File: src/rtl/core/ttsp_fifo.sv
`timescale 1ns / 1ps
`default_nettype none
module ttsp_fifo #(
   parameter int Width = 8
) (
   input  wire logic             clock,
   input  wire logic             reset,
   input  wire logic             push,
   input  wire logic [Width-1:0] din,
   output logic                  full,
   input  wire logic             pop,
   output logic [Width-1:0]      dout,
   output logic                  empty
);
   // two-entry queue
   logic [Width-1:0] slot_ff [2];
   logic             rd_ff, rd_in, wr_ff, wr_in;
   logic [1:0]       cnt_ff, cnt_in;
   logic             do_push, do_pop;

   assign full = (cnt_ff == 2'd2);
   assign empty = (cnt_ff == 2'd0);
   assign dout = slot_ff[rd_ff];
   assign do_push = push && !full;
   assign do_pop = pop && !empty;

   always_comb begin
      rd_in = rd_ff ^ do_pop;
      wr_in = wr_ff ^ do_push;
      cnt_in = cnt_ff + {1'b0, do_push} - {1'b0, do_pop};
   end

   always_ff @(posedge clock) begin
      if (reset) begin
         rd_ff <= 1'b0;
         wr_ff <= 1'b0;
         cnt_ff <= 2'd0;
      end else begin
         rd_ff <= rd_in;
         wr_ff <= wr_in;
         cnt_ff <= cnt_in;
      end
      if (do_push) slot_ff[wr_ff] <= din;
   end
endmodule
`default_nettype wire

File: config.mk
export PLATFORM = sky130hd
export DESIGN_NAME = ttsp_fifo
export DESIGN_NICKNAME = d
export VERILOG_FILES = /design/src/rtl/core/ttsp_fifo.sv
export SDC_FILE = /design/constraint.sdc
export NUM_CORES = 1
export LEC_CHECK = 0
export BUFFER_PORTS_ARGS = -buffer_cell sky130_fd_sc_hd__buf_2
export CELL_PAD_IN_SITES_DETAIL_PLACEMENT = 1
export CELL_PAD_IN_SITES_GLOBAL_PLACEMENT = 1
export CORE_MARGIN = 5
export CORE_UTILIZATION = 40
export CTS_BUF_LIST = sky130_fd_sc_hd__clkbuf_16
export DETAILED_ROUTE_END_ITERATION = 10
export PLACE_DENSITY_LB_ADDON = 0.08
export SYNTH_ARGS = -nofsm -noshare
export SYNTH_HDL_FRONTEND = slang
export SYNTH_SLANG_ARGS = --single-unit
File: constraint.sdc
create_clock -name clock -period 1.7 [get_ports clock]
set_input_delay 0.34 -clock clock [delete_from_list [all_inputs] [get_ports clock]]
set_output_delay 0.34 -clock clock [all_outputs]
set_load 0.01 [all_outputs]
==> summary.txt, run 1 <==
STA
  – RSZ-0062 raised after global routing: false
  – Setup TNS: 0 ns
  – Post-layout min period: around 1.6 ns
  – Slew Viols, Final: 0
  – Slew @ Worst Pin: ~0.41 ns
  – Ratio of final minimum period to clock period: approximately nine tenths
  – Final setup viols: 0
  – Worst Skew: about 0.0013 ns
  – Fmax: approximately 640 MHz
  – Hold Fails Final Rpt: 0
  – Worst Slack Setup Final: roughly 0.14 ns
  – Relative slew slack: 73.0%

Clocking
  – Clock Tree Buf Depth: 2
  – CTS resizes: 1
  – Post-CTS setup buffer count: 0
  – Clock Pin Slew Worst Setup and Hold Paths: about 0.050 ns
  – Inserted Clock Buffers: 3
  – CTS tree: yes
  – Clock latency on the worst-skew pair: 0.25 ns
  – CTS sink cnt: 20
  – Hold-fix buffers at CTS: 0
  – CTS Root Cell: clkbuf_16
  – H-tree depth: 1

Worst setup path
  – Worst EP arrival: approximately 1.2 ns
  – CP Max Fanout: 10
  – Worst r2r src: cnt_ff[1]$_SDFF_PP0_
  – Critical Path End Type: primary output
  – Top Family by Delay on Critical Path: flip-flops
  – Reg2reg path depth: 7
  – Worst path max stage delay: around 0.46 ns
  – Crit path from: rd_ff$_SDFF_PP0_
  – Reg2reg end: cnt_ff[1]$_SDFF_PP0_
  – Critical Path End: dout[0]
  – Reg-to-reg setup timing slack: 0.23 ns
  – Slowest stage cell, crit path: dfxtp_2
  – Cell Chain, Critical Path: mux2_2 > buf_2
  – Critical path startpoint category: register
  – Crit path required time: between 1 and 1.5 ns
  – WP buf/inv: 1
  – Setup CP Type: register to primary output
  – Critical path depth: 2

Cells and area
  – Layout cells sized above 1: about half
  – Area delta synth->final: 29.9%
  – Layout Cell Area excl Fill: around 1000 um2
  – Final #Nets: between 80 and 90
  – Layout Cells excl Fill: between 90 and 100
  – # diodes: 0

Global route
  – Vias in the first global route: 513
  – Initial antenna violation count: 0
  – Pin count of the biggest net entering global routing: 13
  – Total grt overflow: 0
  – First-pass GRT wire length: between 2 and 2.5 mm
  – GRT Resource Usage Total: a little over a tenth

Place
  – Final HPWL DP: around 1.0 mm
  – Area post-placement: roughly 940 um2
  – Worst slack at placement: about 0.22 ns
  – PortBufs: 21
  – Placed cells: 95
  – Global placer's final weighted congestion: roughly 0.65

Floorplan
  – Boundary pin count: 22
  – Floorplan core area: ~1900 um2
  – Die footprint: between 3000 and 4000 um2
  – # rows: 16
  – Initial Util: between 40% and 50%
  – Die Width: about 55 um
  – Die Span Y: roughly 55 um

Detailed routing
  – Routed Antenna Nets: 0
  – WL met2: between 700 and 800 um
  – Initial DRT Pass Iterations: 2
  – WL met1: about 550 um
  – Starting DRT DRC Count: 2
  – Post-DR vias/cell: between 4 and 5
  – Highest routed layer: met4
  – DR DRC count: 0
  – Via count: between 400 and 500
  – Final WL: about 1.3 mm
  – Drt wl/cell: 13.6 um
  – Met3 wire len: ~64 um

Logic synthesis
  – Flop and latch count out of synthesis: 20
  – YS warnings: 0
  – Syn avg cell area: approximately 17 um2
  – Count of different cell masters after synthesis: 13
  – Mapped Cells: 48
  – Synth Cell Area: around 800 um2
  – Syn Nets: 64
  – Post-synthesis sequential area ratio: a little over two thirds

Run status
  – Status: completed

Hold path
  – Hold Path Class: input port to register

Job
  – Max-Cap Viols: 0

Power
  – LEAKAGE: 0.436 nW
  – Power Density: roughly 1600 nW/um2
  – Pwr Total: between 1.5 and 2 mW
  – Maximum vdd ir drop: about 1.0 mV
[final cells by class]
type                    count  area [um2]
well taps                  27        33.8
clock buffers               3        75.1
flip-flops and latches     20         562
clock inverters             1        30.0
inverters                   3        11.3
fillers                   197         898
repair buffers             21         105
multi-input cells          24         226
[through the flow]
step	utilization (%)	hold slack [ns]
2_1_floorplan	-	0.407
3_3_place_gp	48.3	0.530
3_5_place_dp	48.3	0.533
4_1_cts	53.7	0.274
5_1_grt	53.7	0.266
6_report	53.7	0.278
[logic make-up after synthesis]
kind of cell	count (synthesis)	share of synthesized area (%)
muxes	9	12.6
AOI/OAI and AO/OA	1	0.935
and+or+nand+nor	9	5.61
DFF	20	69.8
adders and majority gates	4	6.23
xor gates and xnor gates	1	2.80
buffers and inverters	4	2.02
[layout by cell type (no fill, tap or decap), drive strengths merged]
cell type and instances:
xnor3 1, ha 4, inv 3, nor2b 2, nand2 1, mux2 9, and2 1, clkbuf 3
dfxtp 4, bufinv 1, o21a 1, edfxtp 16, nor2 4, or2b 1, buf 21
[registers in the layout (all words and copies together), names as in the netlist]
register  cells
rd_ff         1
wr_ff         1
slot_ff      16
cnt_ff        2
[worst reg2reg max path: stages (launching register included)]
cell	delay, ns
dfxtp_1	0.37
or2b_1	0.27
nand2_1	0.08
ha_1	0.22
inv_1	0.06
ha_1	0.14
xnor3_1	0.20
nor2_1	0.08
[how the worst min path moves through the flow]
stage | slack, ns | depth (start not counted) | from | endpoint
after floorplan | 0.41 | 1 | reset | wr_ff$_SDFF_PP0_
after detailed placement | 0.53 | 1 | din[3] | slot_ff[0][3]$_DFFE_PP_
after CTS | 0.27 | 1 | din[5] | slot_ff[0][5]$_DFFE_PP_
after global placement | 0.53 | 1 | din[6] | slot_ff[1][6]$_DFFE_PP_
after global routing | 0.27 | 1 | din[3] | slot_ff[1][3]$_DFFE_PP_
final | 0.28 | 1 | din[6] | slot_ff[1][6]$_DFFE_PP_
[layer usage]
metal / vias to the layer above / global-route usage (%)
met4: 0 / 6.22
li1: 221 / -
met1: 216 / 11.6
met5: - / 0
met2: 14 / 18.9
met3: 2 / 2.72
[cell usage after synthesis]
library cell / count / area (um2)
xnor3_1: 1 / 22.5
inv_1: 3 / 11.3
dfxtp_1: 4 / 80.1
nor2b_1: 2 / 12.5
edfxtp_1: 16 / 480
ha_1: 4 / 50.1
o21a_1: 1 / 7.51
nor2_1: 4 / 15.0
mux2_2: 9 / 101
or2b_1: 1 / 7.51
nand2_1: 1 / 3.75
and2_1: 1 / 6.26
buf_2: 1 / 5.00
[where the power goes]
part | internal (mW) | switching (mW) | total, mW | leakage [nW]
Combinational | 0.214 | 0.178 | 0.392 | 0.201
Clock | 0.466 | 0.165 | 0.632 | 0.0511
Sequential | 0.630 | 0.0581 | 0.688 | 0.183
Total | 1.31 | 0.401 | 1.71 | 0.436
(Power assumes the default switching activity.)
==> run 2, diff against run 1 <==
- CTS_BUF_LIST: sky130_fd_sc_hd__clkbuf_16 -> default
- clock period: 1.7 -> 1.44 ns (I/O delays scaled with it)
==> summary.txt, run 2 (synthesized netlist as in run 1, its figures left out) <==
Worst setup path
  – Reg-to-reg setup timing slack: -0.01 ns (-0.24 ns)
  – Worst r2r src: cnt_ff[1]$_SDFF_PP0_
  – Reg2reg path depth: 7 (unchanged)
  – Critical Path End Type: primary output
  – Setup CP Type: register to primary output
  – Crit path required time: 1.15 ns (-0.21 ns)
  – Reg2reg end: cnt_ff[1]$_SDFF_PP0_
  – Critical path startpoint category: register
  – CP Max Fanout: 4 (-6)
  – Worst EP arrival: 1.22 ns (about the same)

Floorplan
  – Boundary pin count: 22 (unchanged)
  – Die Width: 54.8 um (unchanged)
  – Die Span Y: 54.8 um (unchanged)
  – Die footprint: 3000 um2 (unchanged)
  – # rows: 16 (unchanged)
  – Floorplan core area: 1940 um2 (unchanged)
  – Initial Util: 41.4% (unchanged)

Cells and area
  – Post-route core utilization: 58.8% (+5.0 points)
  – Multi-input logic area: 259 um2 (+14%)
  – Most frequent cells in the layout: edfxtp_1 (16), buf_2 (13), buf_6 (11)
  – Sequential cell area: 567 um2 (+0.89%)
  – Layout cells sized above 1: 55.7% (+7.1 points)
  – Layout Cell Area excl Fill: 1140 um2 (+9.4%)
  – Commonest non-fill, non-tap cell in the layout: edfxtp_1
  – # diodes: 0 (unchanged)
  – Final #Nets: 96 (+7.9%)
  – Largest register FFs: 16 (unchanged)
  – Area delta synth->final: 42.1%
  – Top Registers: slot_ff (16), cnt_ff (2)
  – Largest reg by FF count: slot_ff
  – # fillers: 203 (+3.0%)

Detailed routing
  – Starting DRT DRC Count: 3 (+1)
  – Routed Antenna Nets: 0 (unchanged)
  – Met3 wire len: 75 um (+17%)
  – WL met2: 753 um (+5.0%)
  – DR DRC count: 0 (unchanged)
  – Initial DRT Pass Iterations: 4 (+2)
  – WL met1: 554 um (+0.91%)
  – Drt wl/cell: 13.0 um (-4.1%)
  – Highest routed layer: met3
  – Via count: 479 (+5.7%)
  – Post-DR vias/cell: 4.52 (-1.2%)
  – Final WL: 1.38 mm (+2.7%)

Clocking
  – Clock latency on the worst-skew pair: 0.29 ns (+0.04 ns)
  – Hold-fix buffers at CTS: 0 (unchanged)
  – Clock Pin Slew Worst Setup and Hold Paths: 0.11 ns (+0.06 ns)
  – Clock Tree Buf Depth: 2 (unchanged)
  – CTS sink cnt: 20 (unchanged)
  – Inserted Clock Buffers: 3 (unchanged)
  – CTS Root Cell: clkbuf_4
  – H-tree depth: 1 (unchanged)
  – CTS tree: yes

STA
  – Worst Slack Setup Final: -0.0669 ns (-0.203 ns)
  – Post-layout min period: ~1.5 ns
  – Slew @ Worst Pin: 0.112 ns (-0.293 ns)
  – Fmax: ~660 MHz
  – Final setup viols: 9 (+9)
  – Hold Fails Final Rpt: 0 (unchanged)
  – Relative slew slack: 92.5% (+20 points)
  – Slew Viols, Final: 0 (unchanged)
  – Worst Skew: 0.00145 ns (+0.000135 ns)
  – RSZ-0062 raised after global routing: true
  – Ratio of final minimum period to clock period: 105%

Place
  – Area post-placement: 977 um2 (+4.3%)
  – Global placer's final weighted congestion: 0.645 (-0.72%)
  – Final HPWL DP: 992 um (-1.0%)
  – PortBufs: 21 (unchanged)
  – Worst slack at placement: -0.0514 ns (-0.268 ns)

Power
  – Maximum vdd ir drop: 0.861 mV (-18%)
  – LEAKAGE: 0.490 nW (+13%)
  – Power Density: 1590 nW/um2 (-2.8%)

Run status
  – Status: complete, but fails checks
  – Failing checks: negative setup slack

Hold path
  – Hold Path Class: input port to register
  – Hold Path Sink: slot_ff[0][5]$_DFFE_PP_
  – Hold Path Depth: 1 (unchanged)
  – Min-delay src: din[5]

Global route
  – Total grt overflow: 0 (unchanged)
  – Pin count of the biggest net entering global routing: 12 (-1)
  – First-pass GRT wire length: 2.32 mm (+8.1%)
  – Initial antenna violation count: 0 (unchanged)
  – GRT Resource Usage Total: 11.7% (+0.86 points)
  – Vias in the first global route: 560 (+9.2%)

Job
  – Max-Cap Viols: 0 (unchanged)
[run 2: layout make-up]
cell class / count / area share (%)
Sequential cell: 20 / 49.7
Multi-Input combinational cell: 24 / 22.7
Timing Repair Buffer: 28 / 21.4
Tap cell: 27 / 2.96
Clock buffer: 3 / 1.97
Inverter: 3 / 0.987
Clock inverter: 1 / 0.329
[run 2: repair_timing]
action | in CTS | in global routing
gates resized for setup | 25 | 1
pin swaps | 0 | 1
endpoints found under the setup margin | 10 | 17
buffers inserted | 5 | 0
[run 2: where the power goes]
part / total [mW] / switching [mW] / internal [mW]
logic: 0.758 / 0.282 / 0.476
clock network: 0.262 / 0.161 / 0.101
registers: 0.800 / 0.0506 / 0.749
[run 2: critical path: stages (launching register included)]
cell	delay, ns
dfxtp_4	0.38
buf_6	0.12
mux2_4	0.30
buf_6	0.12
[run 2: stage by stage]
stage               total power [mW]  TNS, ns  hold WS (ns)  instances
finish                          1.82   -0.468         0.174        106
detailed placement              1.34  -0.0514         0.479         97
CTS                             1.85   -0.608         0.156        106
global route                    1.95    -1.04         0.154        106
global placement                1.33        0         0.476         97
floorplan                       1.13        0         0.355         48
[run 2: per-layer routing]
layer  GRT usage [%]  up-vias
met1            12.5      232
met2            20.5       10
li1                -      237
met5               0        -
met3            3.27        0
met4            6.22        0
[run 2: worst max path at each step]
stage / end / depth (start not counted) / slack (ns) / startpoint
floorplan: cnt_ff[1]$_SDFF_PP0_ / 7 / 0.07 / cnt_ff[1]$_SDFF_PP0_
global placement: cnt_ff[1]$_SDFF_PP0_ / 7 / 0.03 / cnt_ff[1]$_SDFF_PP0_
detailed placement: cnt_ff[1]$_SDFF_PP0_ / 7 / -0.05 / cnt_ff[1]$_SDFF_PP0_
CTS: dout[4] / 3 / -0.08 / rd_ff$_SDFF_PP0_
global route: dout[7] / 3 / -0.12 / rd_ff$_SDFF_PP0_
finish: dout[7] / 3 / -0.07 / rd_ff$_SDFF_PP0_
